`src/design/z80ld_pkg.sv`:
```
// ============================================================================
// z80ld_pkg
// Shared types, opcode constants and decode functions for the Z80 length
// predecoder.
// ============================================================================
package z80ld_pkg;

    localparam int AddrWidth = 16;
    localparam int ByteWidth = 8;
    localparam int LenWidth  = 3;

    // Prefix and opcode codes
    localparam logic [7:0] OP_PREFIX_IX = 8'hDD;
    localparam logic [7:0] OP_PREFIX_IY = 8'hFD;
    localparam logic [7:0] OP_PREFIX_CB = 8'hCB;
    localparam logic [7:0] OP_PREFIX_ED = 8'hED;
    localparam logic [7:0] OP_HALT      = 8'h76;
    localparam logic [7:0] OP_DJNZ      = 8'h10;
    localparam logic [7:0] OP_JP_NN     = 8'hC3;
    localparam logic [7:0] OP_CALL_NN   = 8'hCD;
    localparam logic [7:0] OP_OUT_N     = 8'hD3;
    localparam logic [7:0] OP_IN_N      = 8'hDB;
    localparam logic [7:0] OP_EX_SP_HL  = 8'hE3;
    localparam logic [7:0] OP_JP_HL     = 8'hE9;
    localparam logic [7:0] OP_LD_SP_HL  = 8'hF9;

    // ED page codes
    localparam logic [7:0] ED_PAGE_LO    = 8'h40;
    localparam logic [7:0] ED_BLOCK_MASK = 8'hE4;
    localparam logic [7:0] ED_BLOCK_CODE = 8'hA0;
    localparam logic [7:0] ED_IN_F_C     = 8'h70;
    localparam logic [7:0] ED_OUT_C_0    = 8'h71;
    localparam logic [7:0] ED_NEG        = 8'h44;
    localparam logic [7:0] ED_RETI       = 8'h4D;
    localparam logic [7:0] ED_IM_ALIAS   = 8'h4E;
    localparam logic [7:0] ED_IM_2       = 8'h5E;
    localparam logic [7:0] ED_LD_I_A     = 8'h47;
    localparam logic [7:0] ED_LD_R_A     = 8'h4F;
    localparam logic [7:0] ED_LD_A_I     = 8'h57;
    localparam logic [7:0] ED_LD_A_R     = 8'h5F;
    localparam logic [7:0] ED_RRD        = 8'h67;
    localparam logic [7:0] ED_RLD        = 8'h6F;

    // Register operand codes
    localparam logic [2:0] REG_H      = 3'd4;
    localparam logic [2:0] REG_MEM_HL = 3'd6;
    localparam logic [2:0] REG_A      = 3'd7;
    localparam logic [1:0] PAIR_HL    = 2'd2;
    localparam logic [1:0] PAIR_SP    = 2'd3;

    typedef struct packed {
        logic [LenWidth-1:0] len;
        logic                undoc;
        logic                ixused;
        logic                ofsused;
        logic                tvalid;
        logic                rel;      // target is relative, else absolute
    } dec_t;

    function automatic dec_t use_reg(logic [2:0] r, logic half, logic ix, dec_t d);
        dec_t o;
        o = d;
        if (ix && (r >= REG_H) && (r != REG_A)) begin
            if (r == REG_MEM_HL) begin
                o.ixused  = 1'b1;
                o.ofsused = 1'b1;
            end else if (half) begin
                o.ixused = 1'b1;
                o.undoc  = 1'b1;
            end
        end
        return o;
    endfunction

    function automatic dec_t use_pair(logic [7:0] op, logic ix, dec_t d);
        dec_t o;
        o = d;
        if (ix && (op[5:4] == PAIR_HL)) begin
            o.ixused = 1'b1;
        end
        return o;
    endfunction

    function automatic dec_t decode_ed(logic [7:0] x, dec_t d);
        dec_t o;
        o = d;
        o.len = LenWidth'(2);
        if (x[7:6] != ED_PAGE_LO[7:6]) begin
            o.undoc = ((x & ED_BLOCK_MASK) != ED_BLOCK_CODE);
        end else begin
            case (x[2:0])
                3'd0: o.undoc = (x == ED_IN_F_C);
                3'd1: o.undoc = (x == ED_OUT_C_0);
                3'd2: o.undoc = 1'b0;
                3'd3: o.len = LenWidth'(4);
                3'd4: o.undoc = (x != ED_NEG);
                3'd5: o.undoc = (x > ED_RETI);
                3'd6: o.undoc = (x == ED_IM_ALIAS) || (x > ED_IM_2);
                default: begin
                    o.undoc = !((x == ED_LD_I_A) || (x == ED_LD_R_A) ||
                                (x == ED_LD_A_I) || (x == ED_LD_A_R) ||
                                (x == ED_RRD)    || (x == ED_RLD));
                end
            endcase
        end
        return o;
    endfunction

    // Decode one opcode; b1/b2 are the bytes that follow it
    function automatic dec_t decode(logic ix, logic [7:0] op, logic [7:0] b1,
                                    logic [7:0] b2);
        dec_t       d;
        logic [2:0] lo;
        logic [2:0] y;
        logic [7:0] c;
        logic       half;
        d      = '0;
        d.len  = LenWidth'(1);
        lo     = op[2:0];
        y      = op[5:3];
        c      = ix ? b2 : b1;
        half   = (y != REG_MEM_HL) && (lo != REG_MEM_HL);
        case (op[7:6])
            2'b00: begin
                if (lo == 3'd0) begin
                    if (op >= OP_DJNZ) begin
                        d.len    = LenWidth'(2);
                        d.tvalid = 1'b1;
                        d.rel    = 1'b1;
                    end
                end else if (lo == 3'd7) begin
                    d = d;
                end else if (lo == 3'd4 || lo == 3'd5) begin
                    d = use_reg(y, 1'b1, ix, d);
                end else if (lo == 3'd6) begin
                    d     = use_reg(y, 1'b1, ix, d);
                    d.len = LenWidth'(2);
                end else begin
                    case (op[3:0])
                        4'd1: begin
                            d     = use_pair(op, ix, d);
                            d.len = LenWidth'(3);
                        end
                        4'd9: d.ixused = ix;
                        4'd2, 4'd10: begin
                            if (op[5:4] == PAIR_HL) begin
                                d     = use_pair(op, ix, d);
                                d.len = LenWidth'(3);
                            end else if (op[5:4] == PAIR_SP) begin
                                d.len = LenWidth'(3);
                            end
                        end
                        default: d = use_pair(op, ix, d);
                    endcase
                end
            end
            2'b01: begin
                if (op != OP_HALT) begin
                    d = use_reg(y, half, ix, d);
                    d = use_reg(lo, half, ix, d);
                end
            end
            2'b10: d = use_reg(lo, 1'b1, ix, d);
            default: begin
                if (lo == 3'd0 || lo == 3'd7) begin
                    d = d;
                end else if (lo == 3'd2 || lo == 3'd4) begin
                    d.len    = LenWidth'(3);
                    d.tvalid = 1'b1;
                end else if (lo == 3'd6) begin
                    d.len = LenWidth'(2);
                end else if (op[3:0] == 4'd1 || op[3:0] == 4'd5) begin
                    d = use_pair(op, ix, d);
                end else begin
                    case (op)
                        OP_JP_NN, OP_CALL_NN: begin
                            d.len    = LenWidth'(3);
                            d.tvalid = 1'b1;
                        end
                        OP_OUT_N, OP_IN_N: d.len = LenWidth'(2);
                        OP_EX_SP_HL, OP_JP_HL, OP_LD_SP_HL: d.ixused = ix;
                        OP_PREFIX_CB: begin
                            d.len = LenWidth'(2);
                            if ((c[7:6] == 2'b00) && (c[5:3] == REG_MEM_HL)) begin
                                d.undoc = 1'b1;
                            end
                            if (ix) begin
                                d.ixused  = 1'b1;
                                d.ofsused = 1'b1;
                                if (c[2:0] != REG_MEM_HL) begin
                                    d.undoc = 1'b1;
                                end
                            end
                        end
                        OP_PREFIX_ED: begin
                            if (ix) begin
                                d.len = LenWidth'(2);
                            end else begin
                                d = decode_ed(b1, d);
                            end
                        end
                        default: d = d;
                    endcase
                end
            end
        endcase
        return d;
    endfunction

endpackage

```
`src/design/prefixed_opcode_length_decoder.sv`:
```
// ============================================================================
// prefixed_opcode_length_decoder
// Three-stage streaming predecoder for Z80 instruction length and branches.
// ============================================================================
// One transaction in carries an instruction address and the four code bytes
// found there; one transaction out gives the instruction length (1 to 4),
// an undocumented-opcode flag, a flag for a DD/FD prefix that acts as a
// one-byte NOP, and for JR, DJNZ, JP nn and CALL nn (conditional or not)
// a valid branch target. Three register stages separate s_tdata from
// m_tdata: a result shows on m_tvalid once its input has been registered
// by each stage in turn, and a new transaction is taken every cycle unless
// the downstream stalls the pipeline. The stages are: prefix detect
// and opcode window select, opcode decode (the CB/ED/DD/FD rules), then
// length/target assembly including the 16-bit relative-target adder. Each
// stage has its own valid bit and advances when it is empty or the stage
// after it moves, so bubbles squeeze out during a downstream stall and
// nothing is dropped or repeated.
module prefixed_opcode_length_decoder
    import z80ld_pkg::*;
(
    input  logic        aclk,
    input  logic        aresetn,
    // s_tdata: pc_addr[15:0], code0[23:16], code1[31:24], code2[39:32],
    //          code3[47:40]
    input  logic        s_tvalid,
    output logic        s_tready,
    input  logic [47:0] s_tdata,
    // m_tdata: instr_len[2:0], undocumented[3], prefix_is_nop[4],
    //          target_valid[5], branch_target[21:6], zero pad[23:22]
    output logic        m_tvalid,
    input  logic        m_tready,
    output logic [23:0] m_tdata
);

    // ---------------- handshake and stage valids ----------------
    logic v1_reg, v2_reg, v3_reg;
    logic adv1, adv2, adv3;

    // A stage may load when it is empty or its content moves on
    assign adv3     = !v3_reg || m_tready;
    assign adv2     = !v2_reg || adv3;
    assign adv1     = !v1_reg || adv2;
    assign s_tready = adv1;

    always_ff @(posedge aclk) begin
        if (!aresetn) begin
            v1_reg <= 1'b0;
            v2_reg <= 1'b0;
            v3_reg <= 1'b0;
        end else begin
            if (adv1) begin
                v1_reg <= s_tvalid;
            end
            if (adv2) begin
                v2_reg <= v1_reg;
            end
            if (adv3) begin
                v3_reg <= v2_reg;
            end
        end
    end

    // ---------------- stage 1: prefix detect and window select ----------------
    logic                 ix_next;
    logic [ByteWidth-1:0] op_next, b1_next, b2_next;

    // Under a DD/FD prefix, shift the decode window one byte along
    assign ix_next = (s_tdata[23:16] == OP_PREFIX_IX) || (s_tdata[23:16] == OP_PREFIX_IY);
    assign op_next = ix_next ? s_tdata[31:24] : s_tdata[23:16];
    assign b1_next = ix_next ? s_tdata[39:32] : s_tdata[31:24];
    assign b2_next = ix_next ? s_tdata[47:40] : s_tdata[39:32];

    logic [AddrWidth-1:0] pc1_reg;
    logic                 ix1_reg;
    logic [ByteWidth-1:0] op1_reg, b1_s1_reg, b2_s1_reg;

    always_ff @(posedge aclk) begin
        if (s_tvalid && adv1) begin
            pc1_reg   <= s_tdata[15:0];
            ix1_reg   <= ix_next;
            op1_reg   <= op_next;
            b1_s1_reg <= b1_next;
            b2_s1_reg <= b2_next;
        end
    end

    // ---------------- stage 2: opcode decode ----------------
    dec_t                 dec_next;

    assign dec_next = decode(ix1_reg, op1_reg, b1_s1_reg, b2_s1_reg);

    logic                 ix2_reg;
    dec_t                 dec2_reg;
    logic [AddrWidth-1:0] pc2_reg;
    logic [ByteWidth-1:0] b1_reg, b2_reg;

    always_ff @(posedge aclk) begin
        if (v1_reg && adv2) begin
            ix2_reg  <= ix1_reg;
            dec2_reg <= dec_next;
            pc2_reg  <= pc1_reg;
            b1_reg   <= b1_s1_reg;
            b2_reg   <= b2_s1_reg;
        end
    end

    // ---------------- stage 3: length and target assembly ----------------
    logic [LenWidth-1:0]  len_next;
    logic                 undoc_next, pnop_next, tv_next;
    logic [AddrWidth-1:0] rel_target, tgt_next;

    // Relative targets only matter without a prefix, so pc here is unshifted
    assign rel_target = pc2_reg + AddrWidth'(2)
                      + {{(AddrWidth-ByteWidth){b1_reg[ByteWidth-1]}}, b1_reg};

    always_comb begin
        len_next   = dec2_reg.len;
        undoc_next = dec2_reg.undoc;
        pnop_next  = 1'b0;
        tv_next    = 1'b0;
        tgt_next   = '0;
        if (ix2_reg) begin
            if (!dec2_reg.ixused) begin
                // Prefix had no effect: report a one-byte undocumented NOP
                len_next   = LenWidth'(1);
                undoc_next = 1'b1;
                pnop_next  = 1'b1;
            end else begin
                len_next = LenWidth'(1) + dec2_reg.len
                         + LenWidth'(dec2_reg.ofsused);
            end
        end else if (dec2_reg.tvalid) begin
            tv_next  = 1'b1;
            tgt_next = dec2_reg.rel ? rel_target : {b2_reg, b1_reg};
        end
    end

    logic [LenWidth-1:0]  len_reg;
    logic                 undoc_reg, pnop_reg, tv_reg;
    logic [AddrWidth-1:0] tgt_reg;

    always_ff @(posedge aclk) begin
        if (v2_reg && adv3) begin
            len_reg   <= len_next;
            undoc_reg <= undoc_next;
            pnop_reg  <= pnop_next;
            tv_reg    <= tv_next;
            tgt_reg   <= tgt_next;
        end
    end

    assign m_tvalid = v3_reg;
    assign m_tdata  = {2'b00, tgt_reg, tv_reg, pnop_reg, undoc_reg, len_reg};

`ifndef NO_ASSERTIONS
    // An ineffective prefix is always a one-byte undocumented NOP
    a_pnop_shape: assert property (@(posedge aclk) disable iff (!aresetn)
        (m_tvalid && pnop_reg) |-> (len_reg == LenWidth'(1)) && undoc_reg && !tv_reg)
        else $error("prefix NOP result malformed");

    // Length stays within one to four bytes
    a_len_range: assert property (@(posedge aclk) disable iff (!aresetn)
        m_tvalid |-> (len_reg >= LenWidth'(1)) && (len_reg <= LenWidth'(4)))
        else $error("instruction length out of range");

    // No target is reported without target_valid
    a_tgt_zero: assert property (@(posedge aclk) disable iff (!aresetn)
        (m_tvalid && !tv_reg) |-> (tgt_reg == '0))
        else $error("branch target set without target_valid");

    // An accepted transaction occupies stage one on the next cycle
    a_accept_fill: assert property (@(posedge aclk) disable iff (!aresetn)
        (s_tvalid && s_tready) |=> v1_reg)
        else $error("accepted transaction lost at stage one");

    // A held result keeps stage three occupied
    a_hold_out: assert property (@(posedge aclk) disable iff (!aresetn)
        (v3_reg && !m_tready) |=> v3_reg && $stable(m_tdata))
        else $error("stalled result lost");
`endif

endmodule
```
`config.mk`:
```
export PLATFORM = sky130hd
export DESIGN_NAME = prefixed_opcode_length_decoder
export DESIGN_NICKNAME = d
export VERILOG_FILES = /design/src/design/z80ld_pkg.sv /design/src/design/prefixed_opcode_length_decoder.sv
export SDC_FILE = /design/constraint.sdc
export NUM_CORES = 1
export LEC_CHECK = 0
export BUFFER_PORTS_ARGS = -buffer_cell sky130_fd_sc_hd__clkbuf_2
export CAP_MARGIN = 20
export CORE_ASPECT_RATIO = 1.5
export CORE_MARGIN = 8
export CORE_UTILIZATION = 45
export DETAILED_ROUTE_END_ITERATION = 10
export HOLD_SLACK_MARGIN = 0.02
export PLACE_DENSITY = 0.65
export SKIP_LAST_GASP = 1
export SLEW_MARGIN = 40
export SYNTH_ARGS = -nofsm -noshare
export SYNTH_HDL_FRONTEND = slang
export SYNTH_SLANG_ARGS = --single-unit
export TNS_END_PERCENT = 50
```
`constraint.sdc`:
```
create_clock -name aclk -period 8.69 [get_ports aclk]
set_input_delay 0.4345 -clock aclk [delete_from_list [all_inputs] [get_ports aclk]]
set_output_delay 0.4345 -clock aclk [all_outputs]
set_load 0.05 [all_outputs]
```
==> summary.md, run 1 <==
| Metric | Value |
|---|---|
| Hold Fails Final Rpt | 0 |
| Antenna diode count | 0 |
| Root buf cell | clkbuf_16 |
| Final HPWL DP | 8100 um |
| CP most frequent cell | inv_1 |
| Crit Path Max Fanout | 3 |
| CP arrival | 3.07 ns |
| Initial antenna violation count | 0 |
| Post-Syn Area per Cell | 11.7 um^2 |
| Final min period | 2.86 ns |
| Io pins | 78 |
| Routed wire per std cell | 15.1 um |
| DRT Pass-1 Iters | 4 |
| Later-pin clock latency in the skew report | 0.34 ns |
| Worst hold endpoint | pc1_reg[13] |
| Largest net degree at the start of global routing | 42 |
| Slowest cell delay on critical path | 0.52 ns |
| Post-route setup TNS | 0 ns |
| Layout cells sized above 1 | 0.189 |
| Endpoint class of the critical path | register |
| Delay-heaviest family, CP | adder cells |
| Via count | 3650 |
| Height of the die | 151 um |
| Post-synthesis async set-or-reset flop share | 0 |
| H-tree depth | 3 |
| Drt initial violations | 236 |
| Antenna viol nets, final | 0 |
| F_max | 350 MHz |
| Worst r2r src | b1_reg[1] |
| Die area | 0.0160 mm^2 |
| Clk sinks | 107 |
| Hold depth | 1 |
| Crit path cell chain | inv_1, ha_1, inv_1, ha_1, inv_1, fa_1, nand2b_1, a21o_1, a31oi_2, a31oi_1, or4b_1, nand3_1 |
| Yosys warns | 0 |
| Worst Max-Slew Pin Slew | 0.812 ns |
| Min-delay worst type | in2reg |
| Startpoint Class | register |
| Required time of the critical path | 8.90 ns |
| Slew Viols, Final | 0 |
| Number of fill cells | 1085 |
| Worst Path Buf+Inv | 3 |
| Area Overhead vs Synth | 14.4% |
| Layout Cells excl Fill | 694 |
| IO buf count | 75 |
| Max stage delay cell, worst path | or4b_1 |
| Initial Util | 0.459 |
| Placed Cells | 678 |
| Fin crit share | 0.329 |
| Mapped Area | 0.00546 mm^2 |
| Die Span X | 106 um |
| Total global-route track usage | 0.136 |
| # Max-Cap Violations | 0 |
| Gpl congestion | 0.823 |
| First-pass GRT wire length | 17300 um |
| WS Path Type | reg2reg |
| Register-to-Register Path Depth | 12 |
| Worst Setup SP | b1_reg[1] |
| Post-Route WL | 10500 um |
| Congestion Overflow GR | 0 |
| Final nets | 626 |
| Hold_ws | 0.266 ns |
| Leak pwr | 2.51 nW |
| # setup viols final | 0 |
| Clock transition at path regs | 0.07 ns |
| Deepest clock path buffer count | 2 |
| Pwr Total | 1.17 mW |
| Area post-placement | 0.00597 mm^2 |
| Status | finished clean |
| Worst-case vdd ir drop | 0.0921 mV |
| Vias/cell | 5.26 |
| Hold Path Origin | s_tdata[13] |
| Primary FF master, synth | edfxtp_1 |
| Quantity of hold-fixing buffers added after cts | 0 |
| Slew Limit Headroom | 0.459 |
| Vias in the first global route | 3735 |
| # DRC | 0 |
| CTS tree | built |
| Netlist cell types | 54 |
| Clk_skew | 0.00823 ns |
| Core Rows | 49 |
| Core Box Area | 0.0119 mm^2 |
| R2R setup slack | 5.83 ns |
| Share of the yosys chip area belonging to registers | 0.583 |
| RSZ-0062 raised after global routing | false |
| # resized after CTS | 0 |
| Post-synthesis register bit count | 107 |
| Post-Layout Inst Area | 0.00624 mm^2 |
| Total CTS buffers | 9 |
| Post-CTS setup buffers | 0 |
| Cell Pwr Density | 187 mW/mm^2 |
| EDFF count, synth | 104 |
| Gate Count Post-Synth | 465 |
| R2R Path End | tgt_reg[13] |
layer usage:
layer	wire (um)	track usage	part of all wire	up-vias
met5	0	0	0	-
met4	211	0.0601	0.020	0
met3	515	0.0341	0.049	13
met2	5400	0.243	0.52	92
li1	-	-	-	1836
met1	4340	0.148	0.41	1709
per-stage QoR:
stage | setup WS (ns) | utilization
2_1_floorplan | 4.44 | -
3_3_place_gp | 5.96 | 0.502
3_5_place_dp | 5.85 | 0.502
4_1_cts | 5.83 | 0.525
5_1_grt | 5.65 | 0.525
6_report | 5.83 | 0.525
how the worst max path moves through the flow:
stage,end,slack (ns),cells after the start
4_1_cts,tgt_reg[13],5.83,12
3_5_place_dp,tgt_reg[13],5.85,12
6_report,tgt_reg[13],5.83,12
2_1_floorplan,b1_reg[0],4.44,2
5_1_grt,tgt_reg[13],5.65,12
3_3_place_gp,tgt_reg[13],5.96,12
cell type report:
type | count | area (um^2) | area share
Tap cell | 153 | 191 | 0.0307
Multi-Input combinational cell | 317 | 2120 | 0.339
Timing Repair Buffer | 77 | 390 | 0.0625
Clock buffer | 11 | 233 | 0.0373
Sequential cell | 107 | 3180 | 0.510
Clock inverter | 5 | 37.5 | 0.00601
Inverter | 24 | 90.1 | 0.0144
kinds of logic (layout without fill, tap and decap cells):
| logic type | Yosys count | count (layout) | share of synthesized area |
|---|---|---|---|
| mux | 13 | 13 | 0.0241 |
| compound gates | 95 | 95 | 0.110 |
| flops | 107 | 107 | 0.583 |
| simple gates | 157 | 157 | 0.139 |
| fa+ha+maj | 38 | 38 | 0.0885 |
| other cells | 1 | 2 | 0.000687 |
| xor+xnor | 12 | 12 | 0.0193 |
| buf+inv | 42 | 117 | 0.0355 |
synthesized netlist by cell type (all sizes together), types with 7 or more instances:
library cell | instances | area, um^2
a21oi | 26 | 130
a31oi | 7 | 50.1
buf | 10 | 73.8
clkbuf | 8 | 30.0
edfxtp | 104 | 3120
ha | 37 | 463
inv | 24 | 90.1
mux2i | 12 | 120
nand2 | 76 | 285
nand2b | 9 | 56.3
nand3 | 12 | 60.1
nor2 | 22 | 82.6
nor2b | 9 | 63.8
o21a | 7 | 52.6
o21ai | 22 | 110
xnor2 | 7 | 61.3
where the power goes:
part,internal [mW],switching (mW),total [mW],leakage (nW)
sequential,0.605,0.0239,0.629,0.993
combinational,0.0675,0.0992,0.167,1.39
clock,0.196,0.175,0.371,0.126
total,0.868,0.298,1.17,2.51
layout by cell type (no fill, tap or decap), types with 3 or more instances in the layout:
| cell | netlist | routed |
|---|---|---|
| inv_1 | 24 | 24 |
| a21o_1 | 5 | 5 |
| xor2_1 | 5 | 5 |
| ha_1 | 37 | 37 |
| o21a_1 | 7 | 7 |
| nor2b_1 | 8 | 7 |
| nand2b_1 | 9 | 9 |
| o21ai_0 | 22 | 22 |
| nor4_1 | 4 | 4 |
| nand2_1 | 76 | 76 |
| nor2_1 | 22 | 22 |
| edfxtp_1 | 104 | 104 |
| a21boi_0 | 6 | 5 |
| o22ai_1 | 3 | 3 |
| a21oi_1 | 26 | 26 |
| xnor2_1 | 7 | 7 |
| a31oi_1 | 6 | 5 |
| dfxtp_1 | 3 | 3 |
| nand4_1 | 4 | 4 |
| nor3_1 | 3 | 3 |
| nand3b_1 | 4 | 4 |
| o211ai_1 | 6 | 6 |
| mux2i_1 | 12 | 12 |
| nand3_1 | 12 | 12 |
| clkbuf_2 | 0 | 75 |
| clkbuf_16 | 0 | 9 |
| o31ai_1 | 3 | 3 |
Note: power is estimated with default switching activity, not from simulation.
==> run 2, diff against run 1 <==
Settings changed: PLACE_DENSITY 0.65 to 0.68.
Clock period 8.69 ns to 2.49 ns, I/O delays scaled along.
==> run 2 against run 1 <==
Effect of this change:
- the run now ends with negative setup slack left
- non-clock buffer count rose by 36
- die area did not move
- setup slack got worse by 6.0 ns
==> summary.md, run 2 (synthesis gave the netlist of run 1 again) <==
| Metric | Value |
|---|---|
| Layout cells sized above 1 | 0.222 (+0.0333) |
| Final min period | 2.63 ns (-0.233 ns) |
| Cell Pwr Density | 633 mW/mm^2 (+240%) |
| Core Box Area | 0.0119 mm^2 (unchanged) |
| Later-pin clock latency in the skew report | 0.34 ns (about the same) |
| Worst-case vdd ir drop | 0.349 mV (+280%) |
| Startpoint Class | register |
| Hold Fails Final Rpt | 0 (unchanged) |
| Root buf cell | clkbuf_16 |
| IO buf count | 75 (unchanged) |
| Final Util | 0.555 (+0.0302) |
| WS Path Type | reg2reg |
| Drt initial violations | 131 (-44%) |
| F_max | 381 MHz (+8.9%) |
| Worst hold endpoint | b2_s1_reg[3] |
| Core Rows | 49 (unchanged) |
| Total global-route track usage | 0.135 (-0.000285) |
| CP arrival | 2.83 ns (-0.24 ns) |
| R2R Path End | tgt_reg[13] |
| DRT Pass-1 Iters | 5 (+1) |
| # Max-Cap Violations | 0 (unchanged) |
| Worst Path Buf+Inv | 3 (unchanged) |
| Hold depth | 3 (+2) |
| First-pass GRT wire length | 17400 um (+0.64%) |
| Register-to-Register Path Depth | 12 (unchanged) |
| Io pins | 78 (unchanged) |
| RSZ-0062 raised after global routing | true |
| Sequential share of power | 0.521 (-0.018) |
| Leak pwr | 2.70 nW (+7.4%) |
| Antenna viol nets, final | 0 (unchanged) |
| Delay-heaviest family, CP | simple AND/OR/NAND/NOR gates |
| Most common cell after layout, fill and taps aside | edfxtp_1 |
| CTS tree | built |
| Fin crit share | 1.05 (+0.726) |
| Clk sinks | 107 (unchanged) |
| Clock group share of total power | 0.319 (about the same) |
| Area Overhead vs Synth | 21.0% |
| Slew Limit Headroom | 0.503 (+0.0445) |
| Crit path cell chain | inv_1, ha_1, inv_2, ha_4, inv_2, fa_2, nand2b_4, a21o_1, a31oi_2, a31oi_1, or4b_1, nand3_1 |
| Worst r2r src | b1_reg[1] |
| H-tree depth | 3 (unchanged) |
| # setup viols final | 5 (+5) |
| Slew Viols, Final | 0 (unchanged) |
| Final nets | 662 (+5.8%) |
| Vias/cell | 5.14 (-2.3%) |
| Height of the die | 151 um (unchanged) |
| Internal power | 3.10 mW (+260%) |
| Failing checks | negative setup slack |
| Routed wire per std cell | 14.4 um (-4.4%) |
| Antenna diode count | 0 (unchanged) |
| Post-Route WL | 10500 um (+0.55%) |
| Psw | 1.08 mW (+260%) |
| Fin worst setup slack | -0.136 ns (-5.97 ns) |
| Initial antenna violation count | 0 (unchanged) |
| Initial Util | 0.459 (unchanged) |
| Via count | 3750 (+2.7%) |
| Die Span X | 106 um (unchanged) |
| # DRC | 0 (unchanged) |
| Status | finished, violations left |
| Gate power share | 0.160 (+0.017) |
| Slowest cell delay on critical path | 0.51 ns (about the same) |
| Switch share | 0.258 (+0.00234) |
| Crit Path Max Fanout | 2 (-1) |
| R2R setup slack | -0.14 ns (-5.97 ns) |
| CP most frequent cell | inv_2 |
| Hold Path Origin | s_tdata[43] |
| Most frequent cells in the layout | 104 x edfxtp_1, 76 x nand2_1, 75 x clkbuf_2, 36 x ha_1, 26 x a21oi_1 |
| Vias in the first global route | 3853 (+3.2%) |
| Endpoint class of the critical path | register |
| Clock transition at path regs | 0.07 ns (about the same) |
| Worst Max-Slew Pin Slew | 0.745 ns (-0.0667 ns) |
| Gpl congestion | 0.852 (+3.5%) |
| Worst slack, placed | -0.201 ns (-6.05 ns) |
| Deepest clock path buffer count | 2 (unchanged) |
| Min-delay worst type | in2reg |
| Congestion Overflow GR | 0 (unchanged) |
| Die area | 0.0160 mm^2 (unchanged) |
| Clk_skew | 0.00888 ns (+0.000654 ns) |
| Total CTS buffers | 9 (unchanged) |
| Final HPWL DP | 8220 um (+1.4%) |
| Largest net degree at the start of global routing | 42 (unchanged) |
| Required time of the critical path | 2.69 ns (-6.21 ns) |
| Max stage delay cell, worst path | or4b_1 |
==> run 2: changes by cell type in the layout (fill, tap and decap cells not counted), moves of 2 or more <==
cell	previous run	this run
buf_4	2	21
dlygate4sd3_1	0	17
inv_8	0	3
clkbuf_1	2	0
inv_1	24	22
inv_2	0	2
==> run 2: routing by layer <==
metal / vias up / share of wire / global-route usage / routed length (um)
met5: - / 0 / 0 / 0
met4: 0 / 0.018 / 0.0580 / 189
met3: 12 / 0.049 / 0.0281 / 519
met2: 102 / 0.52 / 0.250 / 5480
met1: 1725 / 0.41 / 0.146 / 4330
li1: 1911 / - / - / -
==> run 2: worst max-delay path by stage <==
| stage | start | end | slack (ns) | cells after the start |
|---|---|---|---|---|
| 2_1_floorplan | b1_reg[1] | tgt_reg[13] | -0.08 | 12 |
| 3_3_place_gp | b1_reg[1] | tgt_reg[13] | -0.14 | 12 |
| 3_5_place_dp | b1_reg[1] | tgt_reg[13] | -0.20 | 12 |
| 4_1_cts | b1_reg[1] | tgt_reg[13] | -0.18 | 12 |
| 5_1_grt | b1_reg[1] | tgt_reg[13] | -0.24 | 12 |
| 6_report | b1_reg[1] | tgt_reg[13] | -0.14 | 12 |
==> run 2: per-stage QoR <==
stage                     total power, mW  TNS (ns)  std cells  hold slack (ns)  area [um^2]
after floorplan                      2.65   -0.0790        466            0.223         5470
after global placement               2.84    -0.292        695            0.301         6100
after detailed placement             2.85    -0.541        695            0.303         6100
after CTS                            4.21    -0.536        729           0.0319         6580
after global routing                 4.36     -1.07        730           0.0523         6600
final                                4.18    -0.275        730           0.0501         6600
==> run 2: repair_timing <==
item                                    in CTS  in global routing
pin swaps                                    4                  3
gates resized for setup                      4                  5
hold endpoints to repair                    17                  0
endpoints found under the setup margin       5                  7
hold buffers                                17                  0
buffers inserted                             1                  1
==> run 2: final cells by class <==
type / instances / area (um^2)
Timing Repair Buffer: 113 / 703
Fill cell: 1012 / 5290
Tap cell: 153 / 191
Multi-Input combinational cell: 317 / 2150
Clock buffer: 9 / 225
Inverter: 24 / 90.1
Sequential cell: 107 / 3180
Clock inverter: 7 / 58.8
==> run 2: worst min-delay path, cell delays in order <==
cell and delay [ns]:
clkbuf_2 0.08, nand2_1 0.04, nand2_1 0.05
==> run 2: power groups by stage <==
stage,clock network (mW),logic [mW],registers [mW]
2_1_floorplan,0,0.404,2.25
3_3_place_gp,0,0.618,2.22
3_5_place_dp,0,0.628,2.22
4_1_cts,1.37,0.661,2.18
5_1_grt,1.43,0.746,2.19
6_report,1.33,0.667,2.18
